File: src/sv/rlm_pkg.sv
// shared types and codes of the request latency monitor
package rlm_pkg;

    typedef enum logic
    {
        OP_ISSUE    = 1'b0,
        OP_COMPLETE = 1'b1
    } op_t;

    typedef enum logic [2:0]
    {
        ST_STORED    = 3'd0,
        ST_FULL      = 3'd1,
        ST_COUNTED   = 3'd2,
        ST_UNMATCHED = 3'd3,
        ST_NOGROUP   = 3'd4
    } status_t;

    typedef struct packed
    {
        op_t         op;
        logic [63:0] tag;
        logic [63:0] now;
        logic [31:0] bytes;
        logic [63:0] group;
        logic        err;
    } item_t;

    typedef struct packed
    {
        logic [63:0] tag;
        logic [63:0] start;
        logic [31:0] bytes;
        logic [63:0] group;
    } pend_t;

    typedef struct packed
    {
        logic [63:0] count;
        logic [63:0] lat_sum;
        logic [63:0] byte_sum;
        logic [63:0] err_count;
    } stats_t;

    typedef struct packed
    {
        status_t     status;
        logic [63:0] group;
        logic [63:0] latency;
        stats_t      stats;
    } result_t;

endpackage

File: src/sv/rlm_ifc.sv
// request and result channel interfaces
interface rlm_req_if;
    logic        valid;
    logic        ready;
    logic        cmd;
    logic [63:0] request_tag;
    logic [63:0] now_time;
    logic [31:0] byte_count;
    logic [63:0] group_id;
    logic        error_flag;

    modport source (output valid, cmd, request_tag, now_time, byte_count, group_id,
                    error_flag, input ready);
    modport sink (input valid, cmd, request_tag, now_time, byte_count, group_id,
                  error_flag, output ready);
endinterface


File: src/sv/rlm_front.sv
// front end: takes requests, classifies the command and queues them
module rlm_front
(
    input  logic                 clk,
    input  logic                 rst_n,
    rlm_req_if.sink              req,
    output logic                 q_valid,
    output rlm_pkg::item_t       q_item,
    input  logic                 q_pop
);

    rlm_pkg::item_t q_reg [2];
    logic           wptr_reg;
    logic           rptr_reg;
    logic [1:0]     cnt_reg;
    logic           push;
    rlm_pkg::item_t in_item;

    // classify the incoming request
    always_comb
    begin
        in_item.op    = rlm_pkg::op_t'(req.cmd);
        in_item.tag   = req.request_tag;
        in_item.now   = req.now_time;
        in_item.bytes = req.byte_count;
        in_item.group = req.group_id;
        in_item.err   = req.error_flag;
    end

    assign req.ready = (cnt_reg != 2'd2);
    assign push      = req.valid && req.ready;
    assign q_valid   = (cnt_reg != 2'd0);
    assign q_item    = q_reg[rptr_reg];

    // two entry queue toward the back end
    always_ff @(posedge clk or negedge rst_n)
    begin
        if (!rst_n)
        begin
            wptr_reg <= 1'b0;
            rptr_reg <= 1'b0;
            cnt_reg  <= 2'd0;
        end
        else
        begin
            if (push)
            begin
                q_reg[wptr_reg] <= in_item;
                wptr_reg        <= ~wptr_reg;
            end
            if (q_pop)
            begin
                rptr_reg <= ~rptr_reg;
            end
            cnt_reg <= cnt_reg + {1'b0, push} - {1'b0, q_pop};
        end
    end

endmodule

File: src/flat_wrapper.sv
// flat-port wrapper written by rule: the top's interface ports become plain ports
module rlm_front_flat 
  (clk, rst_n, q_valid, q_item, q_pop, req_valid, req_cmd, req_request_tag, req_now_time, req_byte_count, req_group_id, req_error_flag, req_ready);
  rlm_req_if req_i ();
  input  logic clk;
  input  logic rst_n;
  output logic q_valid;
  output rlm_pkg::item_t q_item;
  input  logic q_pop;
  input wire logic [$bits(req_i.valid)-1:0] req_valid;
  input wire logic [$bits(req_i.cmd)-1:0] req_cmd;
  input wire logic [$bits(req_i.request_tag)-1:0] req_request_tag;
  input wire logic [$bits(req_i.now_time)-1:0] req_now_time;
  input wire logic [$bits(req_i.byte_count)-1:0] req_byte_count;
  input wire logic [$bits(req_i.group_id)-1:0] req_group_id;
  input wire logic [$bits(req_i.error_flag)-1:0] req_error_flag;
  output wire logic [$bits(req_i.ready)-1:0] req_ready;
  assign req_i.valid = req_valid;
  assign req_i.cmd = req_cmd;
  assign req_i.request_tag = req_request_tag;
  assign req_i.now_time = req_now_time;
  assign req_i.byte_count = req_byte_count;
  assign req_i.group_id = req_group_id;
  assign req_i.error_flag = req_error_flag;
  assign req_ready = req_i.ready;
  rlm_front u_core (.clk(clk), .rst_n(rst_n), .req(req_i), .q_valid(q_valid), .q_item(q_item), .q_pop(q_pop));
endmodule
File: config.mk
export PLATFORM = sky130hd
export DESIGN_NAME = rlm_front_flat
export DESIGN_NICKNAME = d
export VERILOG_FILES = /design/src/sv/rlm_pkg.sv /design/src/sv/rlm_ifc.sv /design/src/sv/rlm_front.sv /design/src/flat_wrapper.sv
export SDC_FILE = /design/constraint.sdc
export NUM_CORES = 1
export LEC_CHECK = 0
export BUFFER_PORTS_ARGS = -buffer_cell sky130_fd_sc_hd__clkbuf_2
export CAP_MARGIN = 20
export CORE_MARGIN = 2
export CORE_UTILIZATION = 56
export DETAILED_ROUTE_END_ITERATION = 6
export GPL_TIMING_DRIVEN = 0
export PLACE_DENSITY = 0.89
export SLEW_MARGIN = 5
export SYNTH_ARGS = -nofsm -noshare
export SYNTH_HDL_FRONTEND = slang
export SYNTH_SLANG_ARGS = --single-unit
File: constraint.sdc
create_clock -name clk -period 19.28 [get_ports clk]
set_input_delay 3.856 -clock clk [delete_from_list [all_inputs] [get_ports clk]]
set_output_delay 3.856 -clock clk [all_outputs]
set_load 0.02 [all_outputs]
==> impl_summary.log <==
[metrics] launching element type of the critical path: flip-flop
[metrics] initial cell density of the core: 56.5%
[metrics] Worst R2R Start: u_core.cnt_reg[0]
[metrics] Final setup violation count: 0
[metrics] xor and xnor area share after synthesis: 0.211%
[metrics] overall track demand over capacity in global routing: 23.2%
[metrics] first-pass GRT wire length: 53600 µm
[metrics] CTS resizes: 0
[metrics] category of cells accounting for the largest share of critical-path delay: buffers and inverters
[metrics] adder-cell area share of the yosys netlist: 0.151%
[metrics] kind of critical path: flip-flop to output port
[metrics] critical-path maximum fanout: 10
[metrics] Total Power Consumption: 0.00306 W
[metrics] post-synthesis sequential element count: 456
[metrics] clock network latency to the later pin of the worst-skew pair: 0.53 ns
[metrics] worst reg2reg setup slack: 16.72 ns
[metrics] number of setup buffers added after CTS: 0
[metrics] die width: 176 µm
[metrics] remaining design rule violation count: 0
[metrics] R2R depth: 5
[metrics] number of global-route vias before repair: 9506
[metrics] level count of the clock H-tree: 2
[metrics] GPL Wtd Cong: 0.753
[metrics] final count of pins violating max slew: 0
[metrics] worst hold start: u_core.wptr_reg
[metrics] multi-input gate area in the final layout: 2760 µm²
[metrics] proportion of synthesized chip area in sequential cells: 82.3%
[metrics] synthesized area per cell: 23.0 µm²
[metrics] die height: 176 µm
[metrics] cell area after technology mapping: 16600 µm²
[metrics] share of synthesized area spent on multiplexers: 16.0%
[metrics] achievable clock frequency: 169 MHz
[metrics] RSZ-0062 raised after global routing: false
[metrics] core region area: 29400 µm²
[metrics] pin slew with the least headroom to its limit: 0.747 ns
[metrics] Site Rows: 63
[metrics] met1 Resource Use GR: 25.5%
[metrics] antenna violations before repair: 2
[metrics] status: complete, no violations
[metrics] switching share of power: 31.3%
[metrics] cts bufs inserted: 46
[metrics] final core area utilization: 71.6%
[metrics] layer with the highest usage after global routing: met2
[metrics] required time of the worst setup path: 15.42 ns
[metrics] slowest CP cell: sky130_fd_sc_hd__mux2_2
[metrics] CTS tree: done
[metrics] Port Buffers: 457
[metrics] share of layout cells above drive strength 1: 61.6%
[metrics] detailed-route wire length per cell: 22.4 µm
[metrics] cell at the root of the clock tree: sky130_fd_sc_hd__clkbuf_16
[metrics] leading cell type in the layout, fill and taps excluded: sky130_fd_sc_hd__clkbuf_2
[metrics] internal power: 0.00210 W
[metrics] largest family of logic cells by synthesized area: multiplexers
[metrics] power share of the combinational group: 31.7%
[metrics] die area: 31100 µm²
[metrics] clock slew seen by the registers of the worst setup and hold paths: 0.06 ns
[metrics] maximum number of pins on one net before global-route repair: 64
[metrics] via density per instance: 5.29
[metrics] flip-flop and latch area: 13700 µm²
[metrics] vias post-DR: 8782
[metrics] final setup TNS: 0 ns
[metrics] relative contribution of the clock network to total power: 27.0%
[metrics] detailed placement HPWL: 25300 µm
[metrics] simple logic cell fraction of the synthesized area: 0.203%
[metrics] Hold Path Cell Cnt: 1
[metrics] capturing point of the worst reg2reg path: u_core.q_reg[1][5]
[metrics] net count after synthesis: 953
[metrics] Synth-to-Final Area Change: 26.7%
[metrics] number of standard cells in the final layout excluding fillers: 1660
[metrics] total wire length: 37200 µm
[metrics] Top Ports: 458
[metrics] GR met3 Demand/Resource: 6.72%
[metrics] P_sw: 0.000957 W
[metrics] share of the clock period used by the worst path: 30.8%
[metrics] worst path cell trace: buf_2 -> buf_4 -> mux2_2 -> clkbuf_2
[metrics] final-report hold violation count: 0
[metrics] GR Util met2: 42.1%
[metrics] count of cell types in the netlist: 17
[metrics] global-route congestion overflow total: 0
[metrics] Layout Nets: 1469
[metrics] Sequential Power Share: 41.3%
[metrics] hold endpoint: u_core.wptr_reg
[metrics] minimum clock period: 5.93 ns
[metrics] commonest cells after routing, fill and taps aside: sky130_fd_sc_hd__clkbuf_2, sky130_fd_sc_hd__edfxtp_1, sky130_fd_sc_hd__mux2_2
[metrics] power density over the cells: 145 nW/µm²
[metrics] Fill cells: 1718
[metrics] drt initial violations: 652
[metrics] post-route ant nets: 0
[metrics] Final Skew: 0.0120 ns
[metrics] relative slew slack: 50.2%
[metrics] max-capacitance violation count: 0
[metrics] number of standard cells after synthesis: 721
[metrics] TritonRoute pass-1 iters: 5
[metrics] placed cells: 1579
[metrics] Crit path buffers/inverters: 3
[metrics] number of flip-flops under the largest register name: 452
[metrics] worst ir drop on vdd: 0.000102 V
[metrics] Arrival @ worst endpoint: 2.07 ns
[metrics] clk sink count: 456
[metrics] Yosys Warn Count: 0
[metrics] biggest cell delay along the critical path: 0.40 ns
[metrics] number of hold-repair buffers added at the cts stage: 0
[metrics] type of the most critical hold path: flip-flop to flip-flop
[metrics] standby leakage power: 8.05 nW
[metrics] kind of end point of the critical path: output port
[metrics] final-layout worst hold slack: 0.587 ns
[metrics] Bufs on Longest Clock Path: 3
[metrics] post-synthesis compound-gate area fraction: 0%
[logic make-up (layout without fill, tap and decap cells)]
logic type | after synthesis | after routing
muxes | 226 | 226
and+or+nand+nor | 6 | 6
buffers and inverters | 27 | 574
xor gates and xnor gates | 4 | 4
other | 0 | 2
DFF | 456 | 456
adders and majority gates | 2 | 2
[layer usage]
metal	up-vias	share of wire, %	wire length [µm]
met5	-	0	0
met4	0	3.7	1390
met3	82	8.4	3120
met2	449	53	19700
met1	4327	35	13000
li1	3924	-	-
[final cells by class]
cell class	count	area share (%)
Antenna cell	2	0.0238
Clock buffer	56	5.75
Buffer	25	0.844
Sequential cell	456	64.9
Multi-Input combinational cell	238	13.1
Clock inverter	23	0.903
Inverter	2	0.0357
Timing Repair Buffer	468	12.1
Tap cell	390	2.32
[worst register-to-register path, stage by stage, from the launching register on]
cell and delay, ns:
sky130_fd_sc_hd__dfrtp_1 0.40, sky130_fd_sc_hd__nand2b_1 0.16, sky130_fd_sc_hd__and2_1 0.19, sky130_fd_sc_hd__and3_4 0.68
sky130_fd_sc_hd__buf_16 0.37, sky130_fd_sc_hd__buf_16 0.35
[how the worst max path moves through the flow]
stage                          from                    to  cells past startpoint
finish              u_core.rptr_reg           q_item[146]                      4
global placement              rst_n  u_core.q_reg[0][199]                      3
floorplan                 req_valid    u_core.q_reg[0][0]                      2
global route        u_core.rptr_reg           q_item[146]                      4
detailed placement        req_valid  u_core.q_reg[1][203]                      5
CTS                 u_core.rptr_reg           q_item[146]                      4
[power groups by stage]
stage	combinational [W]	sequential, W	clock [W]
6_report	0.000970	0.00126	0.000827
5_1_grt	0.00102	0.00127	0.000878
4_1_cts	0.000981	0.00126	0.000843
3_5_place_dp	0.000969	0.00128	0
3_3_place_gp	0.000928	0.00133	0
2_1_floorplan	0.000641	0.00131	0
[cells in the mapped netlist, drive strengths merged]
cell type  count  area share, %
edfxtp       452             82
mux2         226             16
buf           25            1.1
dfrtp          4           0.60
ha             2           0.15
inv            2          0.045
xnor2          2           0.11
xor2           2           0.11
and2           1          0.038
and3           1          0.038
nand2b         1          0.038
nand3          1          0.030
nor2           1          0.023
or2            1          0.038
[metrics by stage]
| stage | area [µm²] | worst slack (ns) |
|---|---|---|
| 2_1_floorplan | 16600 | 5.17 |
| 3_3_place_gp | 19400 | 0.417 |
| 3_5_place_dp | 19600 | 13.30 |
| 4_1_cts | 21000 | 13.30 |
| 5_1_grt | 21100 | 13.25 |
| 6_report | 21100 | 13.35 |
Power figures use the tool's default switching activity.
